**src/rtl/acs_pkg.sv**
```systemverilog
// Shared types, constants and decode functions for the audio container sniffer.
// Used by acs_frame_div and audio_container_sniffer_unit; depends on nothing.
package acs_pkg;

  typedef logic [31:0][7:0] hdr_t;
  typedef logic [7:0][7:0]  ogg_t;

  localparam logic [4:0] FmtNone     = 5'd0;
  localparam logic [4:0] FmtWave     = 5'd1;
  localparam logic [4:0] FmtRmid     = 5'd2;
  localparam logic [4:0] FmtAu       = 5'd3;
  localparam logic [4:0] FmtAiff     = 5'd4;
  localparam logic [4:0] FmtFlac     = 5'd5;
  localparam logic [4:0] FmtApe      = 5'd6;
  localparam logic [4:0] FmtTta      = 5'd7;
  localparam logic [4:0] FmtWavpack  = 5'd8;
  localparam logic [4:0] FmtMpc      = 5'd9;
  localparam logic [4:0] FmtMidi     = 5'd10;
  localparam logic [4:0] FmtAmr      = 5'd11;
  localparam logic [4:0] FmtAmrWb    = 5'd12;
  localparam logic [4:0] FmtMp4      = 5'd13;
  localparam logic [4:0] FmtAsf      = 5'd14;
  localparam logic [4:0] FmtReal     = 5'd15;
  localparam logic [4:0] FmtVorbis   = 5'd16;
  localparam logic [4:0] FmtOpus     = 5'd17;
  localparam logic [4:0] FmtOggFlac  = 5'd18;
  localparam logic [4:0] FmtAdts     = 5'd19;
  localparam logic [4:0] FmtMpegBase = 5'd19;

  localparam logic [127:0] AsfGuid = 128'h3026b2758e66cf11a6d900aa0062ce6c;

  localparam logic [0:2][0:13][8:0] KbpsV1 = '{
    '{9'd32, 9'd64, 9'd96, 9'd128, 9'd160, 9'd192, 9'd224, 9'd256, 9'd288, 9'd320,
      9'd352, 9'd384, 9'd416, 9'd448},
    '{9'd32, 9'd48, 9'd56, 9'd64, 9'd80, 9'd96, 9'd112, 9'd128, 9'd160, 9'd192,
      9'd224, 9'd256, 9'd320, 9'd384},
    '{9'd32, 9'd40, 9'd48, 9'd56, 9'd64, 9'd80, 9'd96, 9'd112, 9'd128, 9'd160,
      9'd192, 9'd224, 9'd256, 9'd320}};
  localparam logic [0:1][0:13][8:0] KbpsV2 = '{
    '{9'd32, 9'd48, 9'd56, 9'd64, 9'd80, 9'd96, 9'd112, 9'd128, 9'd144, 9'd160,
      9'd176, 9'd192, 9'd224, 9'd256},
    '{9'd8, 9'd16, 9'd24, 9'd32, 9'd40, 9'd48, 9'd56, 9'd64, 9'd80, 9'd96,
      9'd112, 9'd128, 9'd144, 9'd160}};

  function automatic logic match_sig(hdr_t h, int unsigned off, logic [127:0] sig,
                                     int unsigned len);
    logic m;
    m = 1'b1;
    for (int unsigned i = 0; i < 16; i++) begin
      if (i < len) begin
        if (h[off + i] != sig[(len - 1 - i) * 8 +: 8]) begin
          m = 1'b0;
        end
      end
    end
    return m;
  endfunction

  function automatic logic [12:0] adts_len(logic [7:0] b0, logic [7:0] b1, logic [7:0] b2,
                                           logic [7:0] b3, logic [7:0] b4, logic [7:0] b5);
    logic [12:0] n;
    logic [12:0] least;
    n = {b3[1:0], b4, b5[7:5]};
    least = b1[0] ? 13'd7 : 13'd9;
    if (b0 != 8'hff || (b1 & 8'hf6) != 8'hf0 || b2[5:2] >= 4'd13 || n < least) begin
      return 13'd0;
    end
    return n;
  endfunction

  function automatic logic mpeg_ok(logic [7:0] b0, logic [7:0] b1, logic [7:0] b2);
    return b0 == 8'hff && b1[7:5] == 3'b111 && b1[4:3] != 2'd1 && b1[2:1] != 2'd0 &&
           b2[3:2] != 2'd3 && b2[7:4] != 4'd0 && b2[7:4] != 4'd15;
  endfunction

  function automatic logic [8:0] mpeg_kbps(logic [1:0] version, logic [1:0] lcode,
                                           logic [3:0] bidx);
    logic [3:0] k;
    k = bidx - 4'd1;
    if (version == 2'd3) begin
      return KbpsV1[2'd3 - lcode][k];
    end
    return KbpsV2[(lcode == 2'd3) ? 1'b0 : 1'b1][k];
  endfunction

  function automatic logic [63:0] accept_mask(logic [4:0] fmt);
    logic [63:0] m;
    m = '0;
    case (fmt)
      FmtWave:    m = 64'h1e;
      FmtRmid:    m = 64'h20;
      FmtAu:      m = 64'hc0;
      FmtAiff:    m = 64'h700;
      FmtFlac:    m = 64'h1800;
      FmtApe:     m = 64'h6000;
      FmtTta:     m = 64'h8000;
      FmtWavpack: m = 64'h10000;
      FmtMpc:     m = 64'he0000;
      FmtMidi:    m = 64'h700000;
      FmtAmr:     m = 64'h800000;
      FmtAmrWb:   m = 64'h1800000;
      FmtMp4:     m = 64'h1fe000000;
      FmtAsf:     m = 64'he00000000;
      FmtReal:    m = 64'hf000000000;
      FmtVorbis:  m = 64'h30000000000;
      FmtOpus:    m = 64'h70000000000;
      FmtOggFlac: m = 64'h30000000000;
      FmtAdts:    m = 64'h180000000000;
      5'd20:      m = 64'h000f200000000000;
      5'd21:      m = 64'h000f400000000000;
      5'd22:      m = 64'h001f800000000000;
      default:    m = '0;
    endcase
    return m;
  endfunction

endpackage

```
**src/rtl/acs_frame_div.sv**
```systemverilog
// MPEG audio frame length unit: bitrate lookup, one multiply, then a
// restoring divide by the sample rate, one quotient bit per cycle.
// Depends on acs_pkg.
module acs_frame_div (
  input  logic        clk_i,
  input  logic        rst_ni,
  input  logic        start_i,
  input  logic [7:0]  hdr1_i,
  input  logic [7:0]  hdr2_i,
  output logic        busy_o,
  output logic        done_o,
  output logic [12:0] len_o
);

  typedef enum logic [1:0] {DV_IDLE, DV_MUL, DV_DIV, DV_DONE} div_state_e;

  div_state_e  state_q;
  logic [8:0]  kbps_q;
  logic [17:0] mul_k_q;
  logic [15:0] hz_q;
  logic        layer1_q;
  logic        pad_q;
  logic [15:0] rem_q;
  logic [11:0] low_q;
  logic [11:0] quo_q;
  logic [3:0]  cnt_q;

  logic [1:0]  version;
  logic [1:0]  lcode;
  logic [15:0] hz_base;
  logic [25:0] prod;
  logic [16:0] shifted;
  logic        qbit;
  logic [16:0] rem_sub;
  logic [12:0] sum;

  assign version = hdr1_i[4:3];
  assign lcode   = hdr1_i[2:1];

  always_comb begin
    case (hdr2_i[3:2])
      2'd1:    hz_base = 16'd48000;
      2'd2:    hz_base = 16'd32000;
      default: hz_base = 16'd44100;
    endcase
  end

  assign prod    = 26'(mul_k_q * kbps_q);
  assign shifted = {rem_q, low_q[11]};
  assign qbit    = shifted >= {1'b0, hz_q};
  assign rem_sub = shifted - {1'b0, hz_q};
  assign sum     = {1'b0, quo_q} + {12'd0, pad_q};
  assign len_o   = layer1_q ? {sum[10:0], 2'b00} : sum;
  assign busy_o  = state_q != DV_IDLE;
  assign done_o  = state_q == DV_DONE;

  always_ff @(posedge clk_i or negedge rst_ni) begin
    if (!rst_ni) begin
      state_q <= DV_IDLE;
      kbps_q <= '0;
      mul_k_q <= '0;
      hz_q <= '0;
      layer1_q <= 1'b0;
      pad_q <= 1'b0;
      rem_q <= '0;
      low_q <= '0;
      quo_q <= '0;
      cnt_q <= '0;
    end else begin
      case (state_q)
        DV_IDLE: begin
          if (start_i) begin
            kbps_q <= acs_pkg::mpeg_kbps(version, lcode, hdr2_i[7:4]);
            if (lcode == 2'd3) begin
              mul_k_q <= 18'd12000;
            end else if (lcode == 2'd1 && version != 2'd3) begin
              mul_k_q <= 18'd72000;
            end else begin
              mul_k_q <= 18'd144000;
            end
            if (version == 2'd3) begin
              hz_q <= hz_base;
            end else if (version == 2'd2) begin
              hz_q <= hz_base >> 1;
            end else begin
              hz_q <= hz_base >> 2;
            end
            layer1_q <= lcode == 2'd3;
            pad_q <= hdr2_i[1];
            state_q <= DV_MUL;
          end
        end
        DV_MUL: begin
          rem_q <= {2'b00, prod[25:12]};
          low_q <= prod[11:0];
          quo_q <= '0;
          cnt_q <= '0;
          state_q <= DV_DIV;
        end
        DV_DIV: begin
          rem_q <= qbit ? rem_sub[15:0] : shifted[15:0];
          low_q <= {low_q[10:0], 1'b0};
          quo_q <= {quo_q[10:0], qbit};
          cnt_q <= cnt_q + 4'd1;
          if (cnt_q == 4'd11) begin
            state_q <= DV_DONE;
          end
        end
        DV_DONE: begin
          state_q <= DV_IDLE;
        end
        default: begin
          state_q <= DV_IDLE;
        end
      endcase
    end
  end

endmodule

```
**src/rtl/audio_container_sniffer_unit.sv**
```systemverilog
// Audio container sniffer: takes file header bytes and classifies the container.
// Takes one byte per cycle unless stalled: input stalls during the frame length divide
// after a third byte that forms a valid MPEG header, and from the last byte until
// the result is taken, which may wait on the shared divider for a second frame.
// Reset clears all stream state and the registers; after each result the
// stream state returns to reset while the registers keep their values.
module audio_container_sniffer_unit #(
  parameter int unsigned BUFFER_BYTES = 65536
) (
  input  logic        clk_i,
  input  logic        rst_ni,
  input  logic        cfg_valid_i,
  output logic        cfg_ready_o,
  input  logic        cfg_index_i,
  input  logic [63:0] cfg_data_i,
  input  logic        in_valid_i,
  output logic        in_stall_o,
  input  logic [7:0]  data_byte_i,
  input  logic        last_byte_i,
  output logic        out_valid_o,
  input  logic        out_stall_i,
  output logic [4:0]  detected_format_o,
  output logic        suggest_rename_o
);

  localparam int unsigned CW = $clog2(BUFFER_BYTES + 1);
  localparam int unsigned XW = ((CW > 13) ? CW : 13) + 2;

  typedef enum logic [2:0] {ST_RUN, ST_CHECK, ST_WAIT, ST_FINAL, ST_OUT} state_e;

  state_e          state_q;
  logic [63:0]     file_size_q;
  logic [5:0]      ext_q;
  acs_pkg::hdr_t   hdr_q;
  acs_pkg::ogg_t   ogg_q;
  logic [6:0][7:0] adts2_q;
  logic [3:0][7:0] mpeg2_q;
  logic [CW-1:0]   count_q;
  logic [12:0]     adts_n_q;
  logic [11:0]     mpeg_n_q;
  logic [12:0]     mpeg_full_q;
  logic [8:0]      ogg_off_q;
  logic            mpeg2_ok_q;
  logic [12:0]     mpeg2_n_q;
  logic            out_valid_q;
  logic [4:0]      fmt_q;
  logic            rename_q;

  logic        acc;
  logic        wr;
  logic [XW-1:0] cx;
  logic        adts_hit;
  logic        mpeg_hit;
  logic        ogg_hit;
  logic [XW-1:0] adts_d;
  logic [XW-1:0] mpeg_d;
  logic [XW-1:0] ogg_d;
  logic        m1ok;
  logic        need2;
  logic        div_start;
  logic        div_busy;
  logic        div_done;
  logic [12:0] div_len;
  logic [7:0]  div_h1;
  logic [7:0]  div_h2;
  logic [4:0]  fmt;
  logic [12:0] adts_n2;
  logic [63:0] mask;

  assign cfg_ready_o = 1'b1;
  assign in_stall_o  = (state_q != ST_RUN) || div_busy;
  assign acc         = in_valid_i && !in_stall_o;
  assign wr          = acc && (count_q < CW'(BUFFER_BYTES));
  assign cx          = XW'(count_q);

  assign adts_d   = cx - XW'(adts_n_q);
  assign mpeg_d   = cx - XW'(mpeg_n_q);
  assign ogg_d    = cx - XW'(ogg_off_q);
  assign adts_hit = adts_n_q != 13'd0 && cx >= XW'(adts_n_q) && adts_d < XW'(7);
  assign mpeg_hit = mpeg_n_q != 12'd0 && cx >= XW'(mpeg_n_q) && mpeg_d < XW'(4);
  assign ogg_hit  = ogg_off_q != 9'd0 && cx >= XW'(ogg_off_q) && ogg_d < XW'(8);

  assign m1ok  = mpeg_full_q != 13'd0 && XW'(mpeg_full_q) + XW'(4) <= cx;
  assign need2 = m1ok && acs_pkg::mpeg_ok(mpeg2_q[0], mpeg2_q[1], mpeg2_q[2]) &&
                 mpeg2_q[1][4:1] == hdr_q[1][4:1] && mpeg2_q[2][3:2] == hdr_q[2][3:2];

  assign div_h1    = (state_q == ST_CHECK) ? mpeg2_q[1] : hdr_q[1];
  assign div_h2    = (state_q == ST_CHECK) ? mpeg2_q[2] : data_byte_i;
  assign div_start = (state_q == ST_CHECK && need2) ||
                     (state_q == ST_RUN && wr && !last_byte_i && count_q == CW'(2) &&
                      acs_pkg::mpeg_ok(hdr_q[0], hdr_q[1], data_byte_i));

  acs_frame_div u_div (
    .clk_i   (clk_i),
    .rst_ni  (rst_ni),
    .start_i (div_start),
    .hdr1_i  (div_h1),
    .hdr2_i  (div_h2),
    .busy_o  (div_busy),
    .done_o  (div_done),
    .len_o   (div_len)
  );

  assign adts_n2 = acs_pkg::adts_len(adts2_q[0], adts2_q[1], adts2_q[2], adts2_q[3],
                                     adts2_q[4], adts2_q[5]);

  always_comb begin
    logic riff;
    logic [31:0] w0;
    logic [31:0] w4;
    riff = acs_pkg::match_sig(hdr_q, 0, "RIFF", 4) && cx >= XW'(4);
    w0 = {hdr_q[0], hdr_q[1], hdr_q[2], hdr_q[3]};
    w4 = {hdr_q[4], hdr_q[5], hdr_q[6], hdr_q[7]};
    fmt = acs_pkg::FmtNone;
    if (cx < XW'(16)) begin
      fmt = acs_pkg::FmtNone;
    end else if ((riff || acs_pkg::match_sig(hdr_q, 0, "RF64", 4) ||
                  acs_pkg::match_sig(hdr_q, 0, "BW64", 4)) &&
                 acs_pkg::match_sig(hdr_q, 8, "WAVE", 4)) begin
      fmt = acs_pkg::FmtWave;
    end else if (riff && acs_pkg::match_sig(hdr_q, 8, "RMID", 4)) begin
      fmt = acs_pkg::FmtRmid;
    end else if (acs_pkg::match_sig(hdr_q, 0, ".snd", 4) && w4 >= 32'd24 &&
                 {32'd0, w4} <= file_size_q) begin
      fmt = acs_pkg::FmtAu;
    end else if (acs_pkg::match_sig(hdr_q, 0, "FORM", 4) &&
                 (acs_pkg::match_sig(hdr_q, 8, "AIFF", 4) ||
                  acs_pkg::match_sig(hdr_q, 8, "AIFC", 4))) begin
      fmt = acs_pkg::FmtAiff;
    end else if (acs_pkg::match_sig(hdr_q, 0, "fLaC", 4) && hdr_q[4][6:0] == 7'd0 &&
                 hdr_q[5] == 8'd0 && hdr_q[6] == 8'd0 && hdr_q[7] == 8'd34 &&
                 file_size_q >= 64'd42) begin
      fmt = acs_pkg::FmtFlac;
    end else if (acs_pkg::match_sig(hdr_q, 0, "MAC ", 4) && cx >= XW'(32)) begin
      fmt = acs_pkg::FmtApe;
    end else if (acs_pkg::match_sig(hdr_q, 0, "TTA1", 4)) begin
      fmt = acs_pkg::FmtTta;
    end else if (acs_pkg::match_sig(hdr_q, 0, "wvpk", 4) && cx >= XW'(32)) begin
      fmt = acs_pkg::FmtWavpack;
    end else if (acs_pkg::match_sig(hdr_q, 0, "MPCK", 4) ||
                 acs_pkg::match_sig(hdr_q, 0, "MP+", 3)) begin
      fmt = acs_pkg::FmtMpc;
    end else if (acs_pkg::match_sig(hdr_q, 0, "MThd", 4) && w4 == 32'd6) begin
      fmt = acs_pkg::FmtMidi;
    end else if (acs_pkg::match_sig(hdr_q, 0, "#!AMR\n", 6)) begin
      fmt = acs_pkg::FmtAmr;
    end else if (acs_pkg::match_sig(hdr_q, 0, "#!AMR-WB\n", 9)) begin
      fmt = acs_pkg::FmtAmrWb;
    end else if (acs_pkg::match_sig(hdr_q, 4, "ftyp", 4) && w0 >= 32'd16 &&
                 {32'd0, w0} <= file_size_q) begin
      fmt = acs_pkg::FmtMp4;
    end else if (acs_pkg::match_sig(hdr_q, 0, acs_pkg::AsfGuid, 16)) begin
      fmt = acs_pkg::FmtAsf;
    end else if (acs_pkg::match_sig(hdr_q, 0, ".RMF", 4)) begin
      fmt = acs_pkg::FmtReal;
    end else if (acs_pkg::match_sig(hdr_q, 0, "OggS", 4) && hdr_q[4] == 8'd0 &&
                 cx >= XW'(28)) begin
      if (XW'(ogg_off_q) + XW'(7) <= cx && ogg_q[0] == 8'h01 && ogg_q[1] == "v" &&
          ogg_q[2] == "o" && ogg_q[3] == "r" && ogg_q[4] == "b" && ogg_q[5] == "i" &&
          ogg_q[6] == "s") begin
        fmt = acs_pkg::FmtVorbis;
      end else if (XW'(ogg_off_q) + XW'(8) <= cx && ogg_q[0] == "O" && ogg_q[1] == "p" &&
                   ogg_q[2] == "u" && ogg_q[3] == "s" && ogg_q[4] == "H" &&
                   ogg_q[5] == "e" && ogg_q[6] == "a" && ogg_q[7] == "d") begin
        fmt = acs_pkg::FmtOpus;
      end else if (XW'(ogg_off_q) + XW'(5) <= cx && ogg_q[0] == 8'h7f &&
                   ogg_q[1] == "F" && ogg_q[2] == "L" && ogg_q[3] == "A" &&
                   ogg_q[4] == "C") begin
        fmt = acs_pkg::FmtOggFlac;
      end else begin
        fmt = acs_pkg::FmtNone;
      end
    end else if (adts_n_q != 13'd0 && XW'(adts_n_q) + XW'(7) <= cx && adts_n2 != 13'd0 &&
                 XW'(adts_n2) <= cx - XW'(adts_n_q) &&
                 hdr_q[2][7:2] == adts2_q[2][7:2]) begin
      fmt = acs_pkg::FmtAdts;
    end else if (m1ok && mpeg2_ok_q && XW'(mpeg2_n_q) <= cx - XW'(mpeg_full_q)) begin
      fmt = acs_pkg::FmtMpegBase + 5'(3'd4 - {1'b0, hdr_q[1][2:1]});
    end
  end

  assign mask = acs_pkg::accept_mask(fmt);

  always_ff @(posedge clk_i or negedge rst_ni) begin
    if (!rst_ni) begin
      state_q <= ST_RUN;
      file_size_q <= '0;
      ext_q <= '0;
      hdr_q <= '0;
      ogg_q <= '0;
      adts2_q <= '0;
      mpeg2_q <= '0;
      count_q <= '0;
      adts_n_q <= '0;
      mpeg_n_q <= '0;
      mpeg_full_q <= '0;
      ogg_off_q <= '0;
      mpeg2_ok_q <= 1'b0;
      mpeg2_n_q <= '0;
      out_valid_q <= 1'b0;
      fmt_q <= '0;
      rename_q <= 1'b0;
    end else begin
      if (cfg_valid_i) begin
        if (cfg_index_i) begin
          ext_q <= cfg_data_i[5:0];
        end else begin
          file_size_q <= cfg_data_i;
        end
      end
      case (state_q)
        ST_RUN: begin
          if (wr) begin
            if (count_q < CW'(32)) begin
              hdr_q[count_q[4:0]] <= data_byte_i;
            end
            if (count_q == CW'(5)) begin
              adts_n_q <= acs_pkg::adts_len(hdr_q[0], hdr_q[1], hdr_q[2], hdr_q[3],
                                            hdr_q[4], data_byte_i);
            end
            if (count_q == CW'(26)) begin
              ogg_off_q <= 9'd27 + {1'b0, data_byte_i};
            end
            if (adts_hit) begin
              adts2_q[adts_d[2:0]] <= data_byte_i;
            end
            if (mpeg_hit) begin
              mpeg2_q[mpeg_d[1:0]] <= data_byte_i;
            end
            if (ogg_hit) begin
              ogg_q[ogg_d[2:0]] <= data_byte_i;
            end
            count_q <= count_q + CW'(1);
          end
          if (div_done) begin
            mpeg_full_q <= (div_len >= 13'd4) ? div_len : 13'd0;
            mpeg_n_q <= (div_len >= 13'd4) ? div_len[11:0] : 12'd0;
          end
          if (acc && last_byte_i) begin
            state_q <= ST_CHECK;
          end
        end
        ST_CHECK: begin
          mpeg2_ok_q <= 1'b0;
          state_q <= need2 ? ST_WAIT : ST_FINAL;
        end
        ST_WAIT: begin
          if (div_done) begin
            mpeg2_ok_q <= div_len >= 13'd4;
            mpeg2_n_q <= div_len;
            state_q <= ST_FINAL;
          end
        end
        ST_FINAL: begin
          fmt_q <= fmt;
          rename_q <= (fmt != acs_pkg::FmtNone) && !mask[ext_q];
          out_valid_q <= 1'b1;
          hdr_q <= '0;
          ogg_q <= '0;
          adts2_q <= '0;
          mpeg2_q <= '0;
          count_q <= '0;
          adts_n_q <= '0;
          mpeg_n_q <= '0;
          mpeg_full_q <= '0;
          ogg_off_q <= '0;
          mpeg2_ok_q <= 1'b0;
          state_q <= ST_OUT;
        end
        ST_OUT: begin
          if (!out_stall_i) begin
            out_valid_q <= 1'b0;
            state_q <= ST_RUN;
          end
        end
        default: begin
          state_q <= ST_RUN;
        end
      endcase
    end
  end

  assign out_valid_o       = out_valid_q;
  assign detected_format_o = fmt_q;
  assign suggest_rename_o  = rename_q;

endmodule

```
**config.mk**
```make
export PLATFORM = sky130hd
export DESIGN_NAME = audio_container_sniffer_unit
export DESIGN_NICKNAME = d
export VERILOG_FILES = /design/src/rtl/acs_pkg.sv /design/src/rtl/acs_frame_div.sv /design/src/rtl/audio_container_sniffer_unit.sv
export SDC_FILE = /design/constraint.sdc
export NUM_CORES = 2
export LEC_CHECK = 0
export ABC_AREA = 1
export BUFFER_PORTS_ARGS = -buffer_cell sky130_fd_sc_hd__buf_2
export CORE_MARGIN = 10
export CORE_UTILIZATION = 30
export DETAILED_ROUTE_END_ITERATION = 10
export GPL_TIMING_DRIVEN = 0
export PLACE_DENSITY = 0.43
export SYNTH_ARGS = -nofsm -noshare
export SYNTH_HDL_FRONTEND = slang
export SYNTH_SLANG_ARGS = --single-unit
```
**constraint.sdc**
```tcl
create_clock -name clk_i -period 9 [get_ports clk_i]
set_input_delay 1.8 -clock clk_i [delete_from_list [all_inputs] [get_ports clk_i]]
set_output_delay 1.8 -clock clk_i [all_outputs]
set_load 0.05 [all_outputs]
```
==> reports/qor.txt <==
Via count: 30100
Status: complete, but fails checks
Final Net Count: 4896
CP startpoint: u_div.mul_k_q[10]
Global placement routability congestion: 0.949
Post-CTS setup buffers: 0
Hold Crit Depth: 2
I/O Buffers: 86
Final Hold Viols: 0
Number of max-cap violations: 1
First-pass GRT wire length: 187000 um
Final period util: 76.5%
Hold_buf cts: 0
Main synth FF type: dfrtp_1
Post-Syn Area: 0.0329 mm^2
Final Skew: 32.5 ps
Root buffer cell: clkbuf_16
Via density: 5.06
Core area: 0.109 mm^2
Clock power frac: 28.5%
Sink Count: 462
Max Clk Rate: 145 MHz
Initial core utilization: 30.2%
Num rows: 121
CTS tree: yes
Ys async rst share: 100%
# resized after CTS: 0
Area delta synth->final: 13.4%
Yosys top cell by area: dfrtp_1
Largest net degree at the start of global routing: 105
Min-delay src: u_div.low_q[5]
DR pass1 iterations: 5
FF+latch area: 0.0116 mm^2
Slew HR: 1.71%
Crit-path max cell delay: 570 ps
Worst R2R Path Depth: 35
Final core utilization: 34.3%
Top cell type's share of synthesized area: 35.1%
CP Capture Type: flop
Crit Reg-Reg Startpoint: u_div.mul_k_q[10]
Clk buf depth: 3
Gr usage total: 19.6%
Combinational power share: 42.4%
Vias in the first global route: 29300
Synth Instances: 4318
Hold Crit Class: flop to flop
Layout cells sized above 1: 6.99%
Post-synthesis area per instance: 7.62 um^2
Ys Warns: 0
CP Launch Type: flop
Critical path type: flop to flop
Reg2Reg Setup Slack: 2120 ps
Int Power: 4.74 mW
Die X: 351 um
Routed WL: 122000 um
Synth top area cells: dfrtp_1 35%, ha_1 11%, nand2_1 9.3%
Reg clk slew, reported paths: 60 ps
1st-iter DRT viols: 2374
Slowest CP cell: fa_1
Ant diodes: 0
Reg-to-Reg End: u_div.rem_q[13]
Critical Path AT: 7390 ps
Worst-skew pair later-pin latency: 660 ps
Die area: 0.123 mm^2
Post-synth top cells: 818 x nand2_1, 694 x inv_1, 462 x dfrtp_1
Flop pwr share: 29.1%
#FFs+latches synth: 462
Die height: 351 um
Violated checks: max-capacitance violations
Setup-failing EPs final: 0
Multi-input logic area: 0.0183 mm^2
Cts bufs inserted: 58
H-tree lvl count: 2
DRC: 0
Dpl cells: 5839
Unique masters post-synth: 79
Overflow after GRT: 0
Layout Cells excl Fill: 5947
Slew Viols, Final: 0
Final min period: 6880 ps
# IOs: 88
Top-count cell post-synth: nand2_1
Worst vdd ir: 0.161 mV
FILL cells: 11700
Worst-path fanout max: 10
Number of synthesized flops with an enable pin: 0
CP required: 9500 ps
Routed wire per std cell: 20.5 um
Worst slew pin tran: 1460 ps
ANT nets after route: 0
Net Sw Frac: 45.5%
RSZ-0062 raised after global routing: no
Leak: 18.4 nW
Initial antenna violation count: 9
Hold path endpoint: u_div.low_q[5]
P_sw: 3.95 mW
PwrDens: 233 mW/mm^2
Register area share after synthesis: 35.1%
HPWL after detailed placement: 96200 um
per-stage QoR:
| stage | hold slack, ps | power, mW | instance area (um^2) | setup TNS, ps | worst slack, ps |
|---|---|---|---|---|---|
| 6_report | 478 | 8.68 | 37300 | 0 | 2120 |
| 5_1_grt | 501 | 9.26 | 37300 | 0 | 1410 |
| 4_1_cts | 486 | 8.68 | 37300 | 0 | 2150 |
| 3_5_place_dp | 468 | 6.16 | 35300 | 0 | 2180 |
| 3_3_place_gp | 465 | 6.17 | 35200 | -1961790 | -4320 |
| 2_1_floorplan | 446 | 4.78 | 33000 | 0 | 3470 |
placed cells by master (no fill, tap or decap), drive strengths merged, types with 13 or more instances in the layout:
cell / instances
a21oi: 199
a31oi: 14
buf: 114
clkbuf: 152
clkinv: 24
conb: 18
dfrtp: 462
fa: 49
ha: 283
inv: 716
mux2: 32
nand2: 829
nand3: 205
nand4: 137
nor2: 406
nor3: 83
nor4: 75
o211ai: 26
o21ai: 349
o21bai: 13
o22ai: 128
xnor2: 24
xor2: 71
registers in the layout (all words and copies together) (netlist names), 7 cells and up:
register / count
adts2_q: 34
ogg_off_q: 9
mpeg2_q: 22
file_size_q: 64
adts_n_q: 13
mpeg_n_q: 11
u_div.quo_q: 12
mpeg2_n_q: 13
hdr_q: 128
u_div.rem_q: 16
ogg_q: 64
count_q: 17
u_div.hz_q: 14
u_div.low_q: 7
layout make-up:
class                           instances  area share (%)
Multi-Input combinational cell       3052            48.9
Clock inverter                         34            1.13
Inverter                              719            7.25
Buffer                                101            1.16
Tap cell                             1414            4.74
Timing Repair Buffer                   91            1.55
Clock buffer                           74            4.21
Sequential cell                       462            31.0
how the worst max path moves through the flow:
| stage | end | depth (start not counted) |
|---|---|---|
| 2_1_floorplan | u_div.rem_q[13] | 35 |
| 3_3_place_gp | u_div.low_q[9] | 1 |
| 3_5_place_dp | u_div.rem_q[13] | 35 |
| 4_1_cts | u_div.rem_q[13] | 35 |
| 5_1_grt | u_div.rem_q[13] | 34 |
| 6_report | u_div.rem_q[13] | 35 |
critical path, delay by kind of cell, from the launching register on:
kind	cells	cell delay [ps]
buf+inv	8	1200
simple gates	14	1420
compound gates	8	1200
fa+ha+maj	5	2470
flops	1	430
cell families (layout without fill, tap and decap cells):
family / Yosys count / count (layout) / share of synthesized area [%]
buffers and inverters: 820 / 1019 / 9.54
AO/OA/AOI/OAI: 805 / 805 / 14.0
multiplexers: 34 / 34 / 1.16
AND/OR/NAND/NOR: 1768 / 1768 / 23.9
adder cells (fa/ha/maj): 332 / 332 / 13.7
XOR/XNOR: 95 / 95 / 2.53
flip-flops: 462 / 462 / 35.1
other: 2 / 18 / 0.0228
routing by layer:
metal  track usage [%]  up-vias  share of wire (%)
li1                  -    14800                  -
met4              3.73        2                1.8
met1              30.1    14500                 52
met2              29.2      663                 42
met3              2.25      138                4.6
met5                 0        -              0.011
power by group through the flow:
stage | combinational, mW | clock (mW) | sequential (mW)
global route | 4.09 | 2.62 | 2.55
floorplan | 2.33 | 0 | 2.44
finish | 3.68 | 2.47 | 2.53
CTS | 3.62 | 2.54 | 2.52
detailed placement | 3.60 | 0 | 2.56
global placement | 3.61 | 0 | 2.56
Note: power is estimated with default switching activity, not from simulation.
